<file path="src/design/bbf_pkg.sv">
// Package for the band filter: widths, types and shared constants.
// No dependencies.
package bbf_pkg;

    localparam int WinMax    = 64;
    localparam int PosW      = 6;
    localparam int CntW      = 7;
    localparam int PriceW    = 24;
    localparam int SumW      = 30;
    localparam int SqW       = 54;
    localparam int BandW     = 26;
    localparam int QDepth    = 2;

    localparam logic [CntW-1:0] LenReset = 7'd20;

    // front-to-back request: the sums after one sample is taken in
    typedef struct packed {
        logic            full;
        logic [CntW-1:0] len;
        logic [SumW-1:0] sum;
        logic [SqW-1:0]  sq;
    } bbf_req_t;

    typedef struct packed {
        logic                    valid_res;
        logic [PriceW-1:0]       mean;
        logic [PriceW-1:0]       deviation;
        logic [BandW-1:0]        band_hi;
        logic signed [BandW-1:0] band_lo;
    } bbf_res_t;

endpackage

</file>
<file path="src/design/bbf_queue.sv">
// Short queue of requests between front and back.
// Depends on bbf_pkg.
module bbf_queue import bbf_pkg::*; (
    input  logic     aclk,
    input  logic     aresetn,
    input  logic     flush,
    input  logic     wr_valid,
    output logic     wr_ready,
    input  bbf_req_t wr_data,
    output logic     rd_valid,
    input  logic     rd_ready,
    output bbf_req_t rd_data
);

    bbf_req_t  q_reg [QDepth];
    logic      wp_reg, rp_reg;
    logic [1:0] cnt_reg;
    logic      do_wr, do_rd;

    assign wr_ready = cnt_reg != 2'(QDepth);
    assign rd_valid = cnt_reg != '0;
    assign rd_data  = q_reg[rp_reg];
    assign do_wr    = wr_valid && wr_ready;
    assign do_rd    = rd_valid && rd_ready;

    always_ff @(posedge aclk) begin
        if (do_wr) q_reg[wp_reg] <= wr_data;
    end

    always_ff @(posedge aclk) begin
        if (!aresetn || flush) begin
            wp_reg <= 1'b0;
            rp_reg <= 1'b0;
            cnt_reg <= '0;
        end else begin
            if (do_wr) wp_reg <= ~wp_reg;
            if (do_rd) rp_reg <= ~rp_reg;
            cnt_reg <= cnt_reg + 2'(do_wr) - 2'(do_rd);
        end
    end

`ifndef SYNTH
    a_no_over: assert property (@(posedge aclk) disable iff (!aresetn)
        cnt_reg <= 2'(QDepth)) else $error("queue overflow");
    a_ptr: assert property (@(posedge aclk) disable iff (!aresetn)
        (cnt_reg == '0 || cnt_reg == 2'(QDepth)) |-> wp_reg == rp_reg)
        else $error("queue pointers disagree");
    a_stay: assert property (@(posedge aclk) disable iff (!aresetn || flush)
        rd_valid && !rd_ready |=> rd_valid) else $error("queue lost a request");
`endif

endmodule

</file>
<file path="config.mk">
export PLATFORM = sky130hd
export DESIGN_NAME = bbf_queue
export DESIGN_NICKNAME = d
export VERILOG_FILES = /design/src/design/bbf_pkg.sv /design/src/design/bbf_queue.sv
export SDC_FILE = /design/constraint.sdc
export NUM_CORES = 1
export LEC_CHECK = 0
export BUFFER_PORTS_ARGS = -buffer_cell sky130_fd_sc_hd__clkbuf_2
export CAP_MARGIN = 20
export CORE_ASPECT_RATIO = 0.9
export CORE_MARGIN = 2
export CORE_UTILIZATION = 56
export CTS_CLUSTER_DIAMETER = 150
export DETAILED_ROUTE_END_ITERATION = 10
export PLACE_DENSITY = 0.87
export SLEW_MARGIN = 20
export SYNTH_ARGS = -nofsm -noshare
export SYNTH_HDL_FRONTEND = slang
export SYNTH_SLANG_ARGS = --single-unit
</file>
<file path="constraint.sdc">
create_clock -name aclk -period 10.7 [get_ports aclk]
set_input_delay 1.07 -clock aclk [delete_from_list [all_inputs] [get_ports aclk]]
set_output_delay 1.07 -clock aclk [all_outputs]
set_load 0.01 [all_outputs]
</file>
==> impl_metrics.env <==
export IMPL_ant_nets=0
export IMPL_clock_path_buffers=2
export IMPL_syn_nets=412
export IMPL_power_frac_clock_pct=38.8
export IMPL_fin_tns_setup_ns=0
export IMPL_synthDistinctLibCells=17
export IMPL_arrival_ns=2.62
export IMPL_p_switching_uw=325
export IMPL_yosys_area_share_simple_pct=0.757
export IMPL_wl_per_cell_um=18.5
export IMPL_antenna_cells=0
export IMPL_synthAdderAreaFrac_pct=0.344
export IMPL_min_period_ns=3.69
export IMPL_ir_drop_mv=0.156
export IMPL_numCtsBuffers=17
export IMPL_period_share_pct=34.5
export IMPL_via_count=3586
export IMPL_grt_remaining_overflow=0
export IMPL_synth_compound_area_share_pct=0.103
export IMPL_yosysSeqAreaShare_pct=77.3
export IMPL_antenna_found_initial=0
export IMPL_cts_setup_buffers=0
export IMPL_netlist_area_um2=7270
export IMPL_drt_vias_per_instance=5.17
export IMPL_rsz0062_at_grt="no"
export IMPL_fin_skew_ns=0.00637
export IMPL_hpwlAfterDp_um=8860
export IMPL_die_h_um=112
export IMPL_gp_congestion=0.763
export IMPL_crit_path_max_fanout=56
export IMPL_max_freq_ghz=0.271
export IMPL_synth_top_family_by_area="multiplexers"
export IMPL_p_comb_share_pct=8.4
export IMPL_outcome="completed"
export IMPL_cts_tree="built"
export IMPL_grt_max_degree=57
export IMPL_grt_use_met1_pct=24.1
export IMPL_worst_slack_ns=7.01
export IMPL_largest_reg_flops=184
export IMPL_synthCells=313
export IMPL_layout_nets=616
export IMPL_num_io_pins=191
export IMPL_coreArea_um2=12700
export IMPL_drc_errors=0
export IMPL_detail_route_first_pass_iterations=4
export IMPL_fillers=839
export IMPL_port_buffers=190
export IMPL_criticalPathCategory="reg -> out"
export IMPL_cp_start_kind="register"
export IMPL_cap_violations=0
export IMPL_internal_power_uw=1310
export IMPL_cts_num_sinks=189
export IMPL_cts_repair_resized=0
export IMPL_die_area_um2=13900
export IMPL_rows=39
export IMPL_use_met3_pct=7.37
export IMPL_worst_pin_slew_ns=1.03
export IMPL_hold_viol=0
export IMPL_synthXorXnorAreaFrac_pct=0.361
export IMPL_cts_hold_buffers=0
export IMPL_worstHoldPathType="reg -> reg"
export IMPL_drt_wl_total_um=12800
export IMPL_ys_warn_count=0
export IMPL_areaGrowthSynthToFinish_pct=23.0
export IMPL_sw_frac_of_total_pct=19.9
export IMPL_grtUsageTotal_pct=18.9
export IMPL_root_buffer="clkbuf_16"
export IMPL_end_kind="primary output"
export IMPL_clock_latency_ns=0.42
export IMPL_grt_busiest_layer="met2"
export IMPL_htreeDepth=4
export IMPL_p_seq_share_pct=52.8
export IMPL_setup_violations=0
export IMPL_grt_util_met2_pct=30.1
export IMPL_layout_drive_gt1_share_pct=60.4
export IMPL_post_place_ws_ns=7.42
export IMPL_avgSynthCellArea_um2=23.2
export IMPL_initial_core_util_pct=57.3
export IMPL_drv_slew=0
export IMPL_die_x_um=124
export IMPL_grt_pass1_wl_um=19100
export IMPL_power_density_nw_per_um2=183
export IMPL_relSlewSlack_pct=31.4
export IMPL_worst_ep_required_time_ns=9.63
export IMPL_grt_pass1_vias=3726
export IMPL_synth_seq_cells=189
export IMPL_path_clk_slew_ns=0.06
export IMPL_cellLeakagePower_uw=0.00355
export IMPL_muxShareOfSynthArea_pct=18.5
export IMPL_first_iter_violations=254
==> layout make-up <==
class	instances	area (um2)	area share [%]
clock inverter	14	175	1.96
tap	164	205	2.29
clock buffer	18	429	4.80
multi-input combinational	111	1480	16.5
timing repair buffer	195	1020	11.4
sequential	189	5630	62.9
inverter	3	11.3	0.126
==> worst paths after layout <==
check | end | start | slack (ns) | cells after the start
worst min register to register | register | rp_reg$_SDFFE_PP0P_ | 0.55 | 2
worst max-delay path | rd_data[40] | register | 7.01 | 3
worst max register to register | q_reg[0][50]$_DFFE_PP_ | cnt_reg[0]$_SDFF_PP0_ | 8.25 | 5
worst min-delay path | register | rp_reg$_SDFFE_PP0P_ | 0.55 | 2
==> power by group through the flow <==
stage               Combinational, uW  Sequential [uW]  Clock, uW
global placement                  132              877          0
floorplan                        78.8              879          0
detailed placement                139              880          0
global route                      149              867        673
finish                            137              864        634
CTS                               140              864        646
==> synth_stat cells, drive strengths merged <==
cell type	count	area, um2
nand2	1	3.75
or2	1	6.26
o21a	1	7.51
xor2	1	8.76
nand2b	2	15.0
edfxtp	184	5530
inv	3	11.3
dfxtp	5	100
ha	2	25.0
mux2	93	1350
buf	10	176
xnor2	2	17.5
nor2	8	30.0
==> layer usage <==
layer  up-vias  wire length, um
met4         0              187
met1      1741             5300
met3        17             1290
li1       1649                -
met5         -                0
met2       179             6050
==> per-stage QoR <==
stage / std cells / utilization [%] / instance area, um2 / hold slack [ns] / power (uW)
detailed placement: 662 / 65.8 / 8340 / 0.549 / 1020
floorplan: 313 / - / 7270 / 0.481 / 958
CTS: 694 / 70.5 / 8950 / 0.564 / 1650
finish: 694 / 70.5 / 8950 / 0.549 / 1630
global route: 694 / 70.5 / 8950 / 0.589 / 1690
global placement: 660 / 65.4 / 8300 / 0.502 / 1010
==> kinds of logic after synthesis <==
| logic type | after synthesis |
|---|---|
| flops | 189 |
| mux | 93 |
| buf+inv | 13 |
| simple gates | 12 |
| xor+xnor | 3 |
| fa+ha+maj | 2 |
| compound gates | 1 |
==> worst max-delay path, stage by stage (launching register included) <==
cell      delay [ns]
dfxtp_4         0.75
buf_4           0.89
mux2_4          0.36
clkbuf_2        0.14
==> layout by cell type, fill, tap and decap left out, drive strengths merged <==
cell	count
nand2	1
buf	5
clkinvlp	1
xnor2	2
or2	1
nor2	8
edfxtp	184
inv	3
clkinv	9
bufinv	4
o21a	1
mux2	93
ha	2
nand2b	2
xor2	1
dfxtp	5
clkbuf	208
(Power assumes the default switching activity.)
