### config.mk
export PLATFORM = sky130hd
export DESIGN_NAME = bbf_front
export DESIGN_NICKNAME = d
export VERILOG_FILES = /design/src/design/bbf_pkg.sv /design/src/design/bbf_front.sv
export SDC_FILE = /design/constraint.sdc
export NUM_CORES = 2
export LEC_CHECK = 0
export ABC_CLOCK_PERIOD_IN_PS = 10500
export BUFFER_PORTS_ARGS = -buffer_cell sky130_fd_sc_hd__buf_2
export CORE_MARGIN = 1.5
export CORE_UTILIZATION = 60
export DETAILED_ROUTE_END_ITERATION = 6
export GPL_ROUTABILITY_DRIVEN = 0
export PLACE_DENSITY_LB_ADDON = 0.25
export SYNTH_ARGS = -nofsm -noshare
export SYNTH_HDL_FRONTEND = slang
export SYNTH_SLANG_ARGS = --single-unit
### constraint.sdc
create_clock -name aclk -period 10.5 [get_ports aclk]
set_clock_uncertainty 0.1 [all_clocks]
set_input_delay 2.625 -clock aclk [delete_from_list [all_inputs] [get_ports aclk]]
set_output_delay 2.625 -clock aclk [all_outputs]
set_load 0.02 [all_outputs]
### src/design/bbf_pkg.sv
// Package for the band filter: widths, types and shared constants.
// No dependencies.
package bbf_pkg;

    localparam int WinMax    = 64;
    localparam int PosW      = 6;
    localparam int CntW      = 7;
    localparam int PriceW    = 24;
    localparam int SumW      = 30;
    localparam int SqW       = 54;
    localparam int BandW     = 26;
    localparam int QDepth    = 2;

    localparam logic [CntW-1:0] LenReset = 7'd20;

    // front-to-back request: the sums after one sample is taken in
    typedef struct packed {
        logic            full;
        logic [CntW-1:0] len;
        logic [SumW-1:0] sum;
        logic [SqW-1:0]  sq;
    } bbf_req_t;

    typedef struct packed {
        logic                    valid_res;
        logic [PriceW-1:0]       mean;
        logic [PriceW-1:0]       deviation;
        logic [BandW-1:0]        band_hi;
        logic signed [BandW-1:0] band_lo;
    } bbf_res_t;

endpackage

### src/design/bbf_front.sv
// Front end: delay line, running sum and sum of squares.
// Depends on bbf_pkg.
module bbf_front import bbf_pkg::*; (
    input  logic              aclk,
    input  logic              aresetn,
    input  logic              cfg_wr,
    input  logic [CntW-1:0]   cfg_data,
    input  logic              in_valid,
    output logic              in_ready,
    input  logic [PriceW-1:0] in_price,
    output logic              req_valid,
    input  logic              req_ready,
    output bbf_req_t          req
);

    typedef enum logic [1:0] {F_IDLE, F_READ, F_SQ, F_SEND} fstate_t;

    logic [PriceW-1:0] hist_mem [WinMax];
    logic [PriceW-1:0] old_reg, price_reg;
    logic [CntW-1:0]   len_cfg_reg, seen_reg;
    logic [PosW-1:0]   pos_reg;
    logic [SumW-1:0]   sum_reg;
    logic [SqW-1:0]    sq_reg;
    logic [2*PriceW-1:0] psq_reg, osq_reg;
    fstate_t           state_reg;
    logic [CntW-1:0]   len_eff;
    logic              was_full;

    always_comb begin
        if (len_cfg_reg == '0) len_eff = CntW'(1);
        else if (len_cfg_reg > CntW'(WinMax)) len_eff = CntW'(WinMax);
        else len_eff = len_cfg_reg;
    end

    assign was_full  = seen_reg >= len_eff;
    assign in_ready  = (state_reg == F_IDLE) && !cfg_wr;
    assign req_valid = (state_reg == F_SEND);
    assign req.full  = (seen_reg >= len_eff);
    assign req.len   = len_eff;
    assign req.sum   = sum_reg;
    assign req.sq    = sq_reg;

    // entries past seen_reg are never read, so no clearing needed
    always_ff @(posedge aclk) begin
        if (state_reg == F_IDLE && in_valid && !cfg_wr) begin
            old_reg <= hist_mem[pos_reg];
            price_reg <= in_price;
        end
        if (state_reg == F_READ) hist_mem[pos_reg] <= price_reg;
    end

    always_ff @(posedge aclk) begin
        if (!aresetn) begin
            state_reg   <= F_IDLE;
            len_cfg_reg <= LenReset;
            seen_reg    <= '0;
            pos_reg     <= '0;
            sum_reg     <= '0;
            sq_reg      <= '0;
        end else if (cfg_wr) begin
            state_reg   <= F_IDLE;
            len_cfg_reg <= cfg_data;
            seen_reg    <= '0;
            pos_reg     <= '0;
            sum_reg     <= '0;
            sq_reg      <= '0;
        end else begin
            case (state_reg)
                F_IDLE: if (in_valid) state_reg <= F_READ;
                F_READ: begin
                    psq_reg <= price_reg * price_reg;
                    osq_reg <= was_full ? old_reg * old_reg : '0;
                    sum_reg <= sum_reg + SumW'(price_reg)
                               - (was_full ? SumW'(old_reg) : '0);
                    state_reg <= F_SQ;
                end
                F_SQ: begin
                    sq_reg <= sq_reg + SqW'(psq_reg) - SqW'(osq_reg);
                    if (CntW'(pos_reg) + 1'b1 >= len_eff) pos_reg <= '0;
                    else pos_reg <= pos_reg + 1'b1;
                    if (!was_full) seen_reg <= seen_reg + 1'b1;
                    state_reg <= F_SEND;
                end
                F_SEND: if (req_ready) state_reg <= F_IDLE;
                default: state_reg <= F_IDLE;
            endcase
        end
    end

`ifndef SYNTH
    a_seen_bound: assert property (@(posedge aclk) disable iff (!aresetn)
        seen_reg <= len_eff) else $error("sample count past window");
    a_pos_bound: assert property (@(posedge aclk) disable iff (!aresetn)
        CntW'(pos_reg) < len_eff || state_reg != F_IDLE)
        else $error("write position past window");
    a_cfg_clear: assert property (@(posedge aclk) disable iff (!aresetn)
        cfg_wr |=> sum_reg == '0 && seen_reg == '0) else $error("config did not clear");
`endif

endmodule

==> run summary <==
CP Launch Point - price_reg[20]
CP most frequent cell - fa_1
Slew Viols, Final - 0
P_leak - 45.6 nW
synth-to-layout area growth - 9.10%
first drt pass iteration count - 7
clk slew on worst S/H paths - 0.06 ns
EDFF count, synth - 1678
count of final hold-check violations - 0
total of max-cap violations - 0
total grt overflow - 0
Crit path max-delay family - adder cells
worst min path class - reg2reg
Pwr Density - 327 mW/mm²
Crit Path Category - reg2reg
CP endpoint kind - flop
post-synth top area share - 48.6%
Die H - 419 µm
critical path fanouts, max - 34
crit-path cells - inv_1 > nor2_1 > fa_1 > fa_1 > fa_1 > inv_1 > fa_1 > inv_1 > fa_1 > fa_1 > inv_1 > fa_1 > inv_1 > ha_1 > nand2_1 > nor3_1 > nand2_1 > o21ai_1 > a41oi_1 > o31a_1 > o41a_1 > o21ai_1 > xnor2_1
dpl cells - 10500
Post CTS Setup Buffer Count - 0
largest net degree at the start of global routing - 94
Synth async-reset ratio - 0%
VDD IR max - 607 µV
die footprint - 0.175 mm²
max reg flops - 1536
critical path's slowest cell - edfxtp_1
average wire per standard cell - 27.0 µm
DR iter-0 viols - 7897
peak per-stage delay on the critical path - 1.17 ns
global-route wire length before repair - 432000 µm
detailed-route vias per instance - 6.28
DIE WIDTH - 419 µm
failing checks - design-rule violations
Post-Synthesis Cells - 8267
Skew-Pair Late Insertion Delay - 0.85 ns
CTS tree - built
Seq/Total Area, Yosys - 50.7%
Max Fclk - 0.107 GHz
reg2reg path depth - 23
HP Start - sq_reg[53]
Final period util - 88.7%
CTS Buf Count - 176
row count - 152
root buffer cell - clkbuf_16
DR vias - 68000
Non-Filler Instances - 10800
Tot Pwr - 37.0 mW
WP buf/inv - 5
GRT Resource Usage Total - 33.6%
DP HPWL - 195000 µm
Setup TNS - 0 ns
syn_nets - 9678
vias in the first global route - 68900
H-Tree Depth - 4
Distinct cells, synth - 87
Setup crit start kind - flop
Post-synth top flop - edfxtp_1
Area contributors post-synth - edfxtp_1 (49%), fa_1 (18%), ha_1 (5.6%), inv_1 (5.5%), a22oi_1 (3.5%)
Slew HR - 9.02%
initial antenna violation count - 10
RSZ-0062 raised after global routing - no
# IOs - 130
Hold WS - 0.372 ns
#FFs+latches synth - 1784
hold depth - 2
Worst EP required - 10.95 ns
CTS max path bufs - 3
# setup viols final - 0
CTS sink cnt - 1784
r2r startpoint - price_reg[20]
Syn Area/Cell - 12.5 µm²
core area - 0.172 mm²
drt drc - 1
crit path DAT - 9.77 ns
starting density of the core - 60.4%
fin util - 65.9%
DRT antenna net count - 0
Worst-Margin Slew - 1.36 ns
Tmin final - 9.32 ns
status - finished, violations left
Final Routed Wirelength - 292000 µm
# hold bufs at CTS - 0
post-CTS sizing - 0
Mapped Area - 0.104 mm²
port bufs - 129
layout cells sized above 1 - 7.74%
Final nets - 9779
CP Depth - 23
Synth Warn # - 0
area leader, netlist - edfxtp_1
worst paths after layout:
| kind | endpoint | slack (ns) |
|---|---|---|
| setup reg to reg | psq_reg[46] | 1.18 |
| hold / removal | sq_reg[53] | 0.37 |
| setup / recovery | psq_reg[46] | 1.18 |
| hold reg to reg | sq_reg[53] | 0.37 |
placed cells by master (no fill, tap or decap), types with 18 or more instances in the layout:
cell and n:
buf_2 129, a211oi_1 27, a22oi_1 478, a31oi_1 147, clkinv_2 26, and3_1 26, clkbuf_16 178, o21a_1 18
nor3_1 32, fa_1 914, a21o_1 85, ha_1 459, nor2_4 18, nor2_1 340, nand3_1 64, edfxtp_1 1678
xnor2_1 103, nor2b_1 30, a221oi_1 160, buf_4 162, and2_1 154, clkinv_1 51, xor2_1 65, dfxtp_1 106
inv_1 1515, o21ai_0 119, o21bai_1 31, nand4_1 92, a21oi_1 252, a22o_1 149, mux2i_1 56, nor2_2 42
nand2_1 476, clkbuf_1 29
where the power goes:
| part | switching, mW | internal, mW | total, mW |
|---|---|---|---|
| clock network | 2.75 | 3.46 | 6.21 |
| logic | 13.8 | 8.57 | 22.3 |
| registers | 0.0634 | 8.38 | 8.44 |
| total | 16.6 | 20.4 | 37.0 |
worst min-delay path, stage by stage (launching register included):
cell and delay [ns]:
dfxtp_1 0.32, nand2_1 0.06, o31ai_1 0.05
per-layer routing:
layer	track usage, %	part of all wire [%]	vias up
met4	20.0	7.1	6
met5	0	0.015	-
met3	6.43	11	797
met1	43.4	36	33900
li1	-	-	29000
met2	53.1	46	4311
kinds of logic (layout without fill, tap and decap cells):
logic type      Yosys count  in the layout  share of synthesized area [%]
flops                  1784           1784                           50.7
simple gates           1392           1392                           6.26
buf+inv                1898           2142                           6.90
mux                      61             61                          0.595
compound gates         1589           1589                           11.0
fa+ha+maj              1375           1375                           23.2
xor+xnor                168            168                           1.42
other cells               0              9                              0
synth_stat cells, types with 14 or more instances:
cell / number
o21a_1: 19
edfxtp_1: 1678
fa_1: 914
clkbuf_1: 284
or3_1: 16
a31oi_1: 147
and2_1: 155
o21ai_0: 119
nor3b_1: 14
buf_2: 17
nand4_1: 92
a22o_1: 149
nor2b_1: 31
nand3_1: 64
inv_1: 1516
a21oi_1: 252
nand2b_1: 18
a21o_1: 85
nor2_1: 400
o21bai_1: 31
buf_1: 72
dfxtp_1: 106
xor2_1: 65
and3_1: 29
ha_1: 461
a22oi_1: 478
nand2_1: 476
nor3_1: 34
mux2i_1: 56
nor4_1: 19
xnor2_1: 103
a221oi_1: 160
a211oi_1: 27
o211ai_1: 17
final cells by class:
| cell class | instances | area [µm²] |
|---|---|---|
| inverters | 1524 | 5720 |
| repair buffers | 297 | 1980 |
| fillers | 12300 | 58500 |
| well taps | 2310 | 2890 |
| multi-input cells | 4585 | 44300 |
| clock inverters | 113 | 1070 |
| diodes | 9 | 22.5 |
| clock buffers | 208 | 4580 |
| flip-flops and latches | 1784 | 52500 |
per-stage QoR:
| step | setup WS, ns | cell area (µm²) |
|---|---|---|
| floorplan | 2.41 | 104000 |
| global placement | 1.70 | 107000 |
| detailed placement | 1.41 | 107000 |
| CTS | 1.42 | 113000 |
| global route | 0.889 | 113000 |
| finish | 1.18 | 113000 |
Note: power is estimated with default switching activity, not from simulation.
