<file path="src/design/bbf_pkg.sv">
// Package for the band filter: widths, types and shared constants.
// No dependencies.
package bbf_pkg;

    localparam int WinMax    = 64;
    localparam int PosW      = 6;
    localparam int CntW      = 7;
    localparam int PriceW    = 24;
    localparam int SumW      = 30;
    localparam int SqW       = 54;
    localparam int BandW     = 26;
    localparam int QDepth    = 2;

    localparam logic [CntW-1:0] LenReset = 7'd20;

    // front-to-back request: the sums after one sample is taken in
    typedef struct packed {
        logic            full;
        logic [CntW-1:0] len;
        logic [SumW-1:0] sum;
        logic [SqW-1:0]  sq;
    } bbf_req_t;

    typedef struct packed {
        logic                    valid_res;
        logic [PriceW-1:0]       mean;
        logic [PriceW-1:0]       deviation;
        logic [BandW-1:0]        band_hi;
        logic signed [BandW-1:0] band_lo;
    } bbf_res_t;

endpackage

</file>
<file path="src/design/bbf_back.sv">
// Back end: two serial dividers by window length, variance, serial root, bands.
// Depends on bbf_pkg.
module bbf_back import bbf_pkg::*; (
    input  logic     aclk,
    input  logic     aresetn,
    input  logic     flush,
    input  logic     req_valid,
    output logic     req_ready,
    input  bbf_req_t req,
    output logic     res_valid,
    input  logic     res_ready,
    output bbf_res_t res
);

    typedef enum logic [2:0] {B_IDLE, B_DIV, B_VAR, B_ROOT, B_BAND, B_OUT} bstate_t;

    bstate_t         state_reg;
    logic [5:0]      step_reg;
    logic [CntW-1:0] len_reg;
    logic [SqW-1:0]  dq_reg, qs_reg;   // sum-of-squares dividend/quotient
    logic [SumW-1:0] dm_reg, qm_reg;
    logic [CntW:0]   rs_reg, rm_reg;   // remainders
    logic [2*PriceW-1:0] msq_reg, var_reg, rrem_reg;
    logic [PriceW-1:0]   root_reg;
    logic            full_reg;
    bbf_res_t        res_reg;
    logic [CntW:0]   rs_sh, rm_sh;
    logic [2*PriceW+1:0] trial_rem, trial_sub;

    assign req_ready = (state_reg == B_IDLE);
    assign res_valid = (state_reg == B_OUT);
    assign res       = res_reg;
    assign rs_sh     = {rs_reg[CntW-1:0], dq_reg[SqW-1]};
    assign rm_sh     = {rm_reg[CntW-1:0], dm_reg[SumW-1]};
    assign trial_rem = {rrem_reg, var_reg[2*PriceW-1 -: 2]};
    assign trial_sub = {root_reg, 2'b01};

    always_ff @(posedge aclk) begin
        if (!aresetn || flush) begin
            state_reg <= B_IDLE;
        end else begin
            case (state_reg)
                B_IDLE: if (req_valid) begin
                    len_reg  <= req.len;
                    full_reg <= req.full;
                    dq_reg   <= req.sq;
                    dm_reg   <= req.sum;
                    qs_reg   <= '0;
                    qm_reg   <= '0;
                    rs_reg   <= '0;
                    rm_reg   <= '0;
                    step_reg <= '0;
                    state_reg <= B_DIV;
                end
                B_DIV: begin
                    dq_reg <= dq_reg << 1;
                    if (rs_sh >= {1'b0, len_reg}) begin
                        rs_reg <= rs_sh - {1'b0, len_reg};
                        qs_reg <= {qs_reg[SqW-2:0], 1'b1};
                    end else begin
                        rs_reg <= rs_sh;
                        qs_reg <= {qs_reg[SqW-2:0], 1'b0};
                    end
                    if (step_reg < 6'(SumW)) begin
                        dm_reg <= dm_reg << 1;
                        if (rm_sh >= {1'b0, len_reg}) begin
                            rm_reg <= rm_sh - {1'b0, len_reg};
                            qm_reg <= {qm_reg[SumW-2:0], 1'b1};
                        end else begin
                            rm_reg <= rm_sh;
                            qm_reg <= {qm_reg[SumW-2:0], 1'b0};
                        end
                    end
                    if (step_reg == 6'(SqW-1)) state_reg <= B_VAR;
                    step_reg <= step_reg + 1'b1;
                    if (step_reg == 6'(SumW)) msq_reg <= qm_reg[PriceW-1:0] * qm_reg[PriceW-1:0];
                end
                B_VAR: begin
                    // mean fits 24 bits, so its square fits 48 bits
                    var_reg  <= (qs_reg > SqW'(msq_reg)) ?
                                (2*PriceW)'(qs_reg - SqW'(msq_reg)) : '0;
                    rrem_reg <= '0;
                    root_reg <= '0;
                    step_reg <= '0;
                    state_reg <= B_ROOT;
                end
                B_ROOT: begin
                    var_reg <= var_reg << 2;
                    if (trial_rem >= trial_sub) begin
                        rrem_reg <= (2*PriceW)'(trial_rem - trial_sub);
                        root_reg <= {root_reg[PriceW-2:0], 1'b1};
                    end else begin
                        rrem_reg <= (2*PriceW)'(trial_rem);
                        root_reg <= {root_reg[PriceW-2:0], 1'b0};
                    end
                    if (step_reg == 6'(PriceW-1)) state_reg <= B_BAND;
                    step_reg <= step_reg + 1'b1;
                end
                B_BAND: begin
                    if (full_reg) begin
                        res_reg.valid_res <= 1'b1;
                        res_reg.mean      <= qm_reg[PriceW-1:0];
                        res_reg.deviation <= root_reg;
                        res_reg.band_hi   <= BandW'(qm_reg[PriceW-1:0])
                                             + {1'b0, root_reg, 1'b0};
                        res_reg.band_lo   <= BandW'(qm_reg[PriceW-1:0])
                                             - {1'b0, root_reg, 1'b0};
                    end else begin
                        res_reg <= '0;
                    end
                    state_reg <= B_OUT;
                end
                B_OUT: if (res_ready) state_reg <= B_IDLE;
                default: state_reg <= B_IDLE;
            endcase
        end
    end

`ifndef SYNTH
    a_res_hold: assert property (@(posedge aclk) disable iff (!aresetn || flush)
        res_valid && !res_ready |=> $stable(res_reg)) else $error("result changed while held");
    a_warm: assert property (@(posedge aclk) disable iff (!aresetn)
        res_valid && !res_reg.valid_res |-> res_reg.mean == '0)
        else $error("warm-up result not zero");
    a_len: assert property (@(posedge aclk) disable iff (!aresetn)
        state_reg == B_DIV |-> len_reg != '0) else $error("zero divisor");
`endif

endmodule

</file>
<file path="config.mk">
export PLATFORM = sky130hd
export DESIGN_NAME = bbf_back
export DESIGN_NICKNAME = d
export VERILOG_FILES = /design/src/design/bbf_pkg.sv /design/src/design/bbf_back.sv
export SDC_FILE = /design/constraint.sdc
export NUM_CORES = 2
export LEC_CHECK = 0
export ABC_AREA = 0
export BUFFER_PORTS_ARGS = -buffer_cell sky130_fd_sc_hd__buf_2
export CORE_AREA = 2 2 305 307
export DETAILED_ROUTE_END_ITERATION = 6
export DIE_AREA = 0 0 307 309
export PLACE_DENSITY = 0.58
export RECOVER_POWER = 100
export SYNTH_ARGS = -nofsm -noshare
export SYNTH_HDL_FRONTEND = slang
export SYNTH_SLANG_ARGS = --single-unit
</file>
<file path="constraint.sdc">
create_clock -name aclk -period 24.6 [get_ports aclk]
set_clock_uncertainty 0.15 [all_clocks]
set_input_delay 1.23 -clock aclk [delete_from_list [all_inputs] [get_ports aclk]]
set_output_delay 1.23 -clock aclk [all_outputs]
set_load 0.02 [all_outputs]
</file>
==> results by group <==
Job
  • Max-Cap Viols: 19

Timing
  • Slew margin rel.: -191%
  • Max Slew Vio Count: 1041
  • RSZ-0062 raised after global routing: no
  • Tcrit/Tclk final: 36.1%
  • Post-Route Setup TNS: 0 ns
  • Least-Margin Pin Slew: 4.37 ns
  • Minimum clock period: 8.89 ns
  • Highest Clock Rate: 113 MHz
  • Final Setup Violations: 0
  • Final Hold Fails: 0

Synth
  • Yosys reg bits: 458
  • Synth Net Count: approximately 4900
  • Synth area leaders: edfxtp_1 (33%), fa_1 (21%), ha_1 (9.5%)
  • Synth Cell Area: 0.0409 mm2
  • Most common cell in the netlist: inv_1
  • Post-synth top area share: 33.4%
  • FFs w/ async S/R, synth: 0%
  • Synth top cells by count: inv_1 (719), nand2_1 (496), edfxtp_1 (455)
  • Library cells used by synthesis: 89
  • EDFF count, synth: 455
  • Sequential share of the synthesized area: 33.5%
  • Post-synth top flop: edfxtp_1
  • Ys Warns: 0
  • Avg Inst Size Synth: approximately 10 um2
  • Cell taking the most area after synthesis: edfxtp_1
  • Mapped Cells: 4099

Routing
  • WL/cell: 18.1 um
  • Vias per inst: 5.19
  • DR pass1 iterations: 5
  • Remaining DRCs: 0
  • Routed vias: about 28000
  • Drt total wl: ~99000 um
  • Post-DRT Antenna Nets: 0
  • Iter 0 DRT Violations: 2009

Place
  • Final GP Congestion: roughly 0.9
  • DP HPWL: 74400 um
  • Buffers on Ports: a little under 200

Worst hold path
  • Hold Crit Depth: 2
  • Worst min-delay path class: reg -> reg
  • Hold Startpoint: dq_reg[2]
  • Hold Path Sink: dq_reg[3]

Outcome
  • Outcome: finished with violations
  • Failing checks: capacitance limit, slew limit

Clocking
  • Clk pin slew, worst setup/hold paths: 0.06 ns
  • Root Buffer: clkbuf_16
  • Number of H-tree levels: 2
  • Worst skew pair latency: between 0.6 and 0.7 ns
  • Clock Sinks: 458
  • Post-CTS setup repair buffer count: 0
  • CTS tree: yes
  • CTS Buf Count: between 50 and 60
  • CTS Buffer Depth: 3
  • CTS resizes: 0
  • CTS Hold Bufs: 0

Global routing
  • Largest net degree at the start of global routing: slightly above 100
  • Initial antenna violation count: 2
  • Vias in the first global route: 29000
  • Grt ovf: 0
  • Global-route total usage across every layer: a little over a fifth
  • First-pass GRT wire length: 159000 um

Setup path
  • Crit-path slowest cell: clkbuf_1
  • CP Launch Type: flip-flop
  • Worst-path fanout max: 27
  • Crit path DAT: 9.12 ns
  • Critical path class: reg -> reg
  • R2r startpoint: qm_reg[0]
  • FF-to-FF End: msq_reg[41]
  • Flop2flop setup slack: 15.71 ns
  • Required @ worst endpoint: about 25 ns
  • CP Capture Type: flip-flop
  • Worst R2R Path Depth: 28
  • Largest stage delay, worst path: 1.15 ns

Floorplanning
  • Initial Util: 44.8%
  • Die Ht: 309 um
  • Core Region: 0.0914 mm2
  • Die width: 307 um
  • DIE AREA: 0.0949 mm2
  • # rows: 111
  • IO Pins: 200

Final layout
  • Max reg flops: 98
  • Share of cells above drive strength 1: 5.39%
  • Layout area overhead: 9.18%
  • Net count, final: around 5000
  • Filler cells: 8682

Power
  • Total power: between 4 and 5 mW
  • Static Leak: 20.4 nW
  • VDD IR max: 0.000149 V
  • Power Density: 95.5 mW/mm2
==> area by class of cell <==
type	count	area, um2	share of cell area, %
Multi-Input combinational cell	2765	23800	53.3
Sequential cell	458	13700	30.7
Inverter	720	2700	6.05
Tap cell	1186	1480	3.32
Clock buffer	64	1410	3.16
Timing Repair Buffer	240	1100	2.47
Clock inverter	39	447	1.00
Antenna cell	1	2.50	0.00560
==> cell usage in the layout, fill, tap and decap left out, types with 96 or more instances in the layout <==
cell type,n
nor2_1,315
edfxtp_1,455
xnor2_1,109
a21oi_1,196
fa_1,435
clkbuf_1,131
ha_1,311
buf_2,96
nand2_1,496
and2_1,158
inv_1,719
==> worst max-delay path: cells and delay by family (launching register included) <==
kind,cells,cell delay (ns)
compound gates,7,1.52
xor+xnor,1,0.13
fa+ha+maj,8,4.01
buf+inv,8,1.49
flops,1,0.31
simple gates,4,1.03
==> worst max path at each step <==
stage | to | cells past startpoint | startpoint | slack [ns]
after floorplan | dq_reg[0] | 3 | flush | 11.21
after global placement | msq_reg[46] | 27 | qm_reg[8] | 16.13
after detailed placement | msq_reg[46] | 27 | qm_reg[8] | 16.00
after CTS | msq_reg[46] | 27 | qm_reg[8] | 15.96
after global routing | msq_reg[46] | 28 | qm_reg[0] | 15.27
final | msq_reg[41] | 28 | qm_reg[0] | 15.71
==> kinds of logic after synthesis <==
logic type	after synthesis	share of synthesized area (%)
buf+inv	876	8.18
simple gates	1268	14.4
xor+xnor	170	3.64
mux	10	0.251
fa+ha+maj	746	30.8
compound gates	571	9.18
flops	458	33.5
==> metrics by stage <==
| stage | setup WS [ns] | hold slack, ns | util (%) | instance area (um2) | std cells |
|---|---|---|---|---|---|
| 5_1_grt | 15.27 | 0.365 | 48.9 | 44700 | 5473 |
| 4_1_cts | 15.96 | 0.351 | 49.2 | 45000 | 5472 |
| 3_3_place_gp | 16.13 | 0.336 | 47.2 | 43100 | 5369 |
| 3_5_place_dp | 16.00 | 0.344 | 47.2 | 43100 | 5369 |
| 2_1_floorplan | 11.21 | 0.334 | - | 40900 | 4099 |
| 6_report | 15.71 | 0.342 | 48.9 | 44700 | 5473 |
==> layer usage <==
metal,track usage [%],part of all wire (%),vias to the layer above
met5,0,0,-
met4,4.95,2.0,0
met3,2.95,4.8,120
met2,35.6,48,557
met1,29.4,45,14100
li1,-,-,13600
==> power breakdown <==
group | total [mW] | switching [mW] | internal [mW]
Clock | 0.844 | 0.355 | 0.489
Combinational | 2.43 | 1.43 | 0.999
Sequential | 0.997 | 0.00652 | 0.991
(Power assumes the default switching activity.)
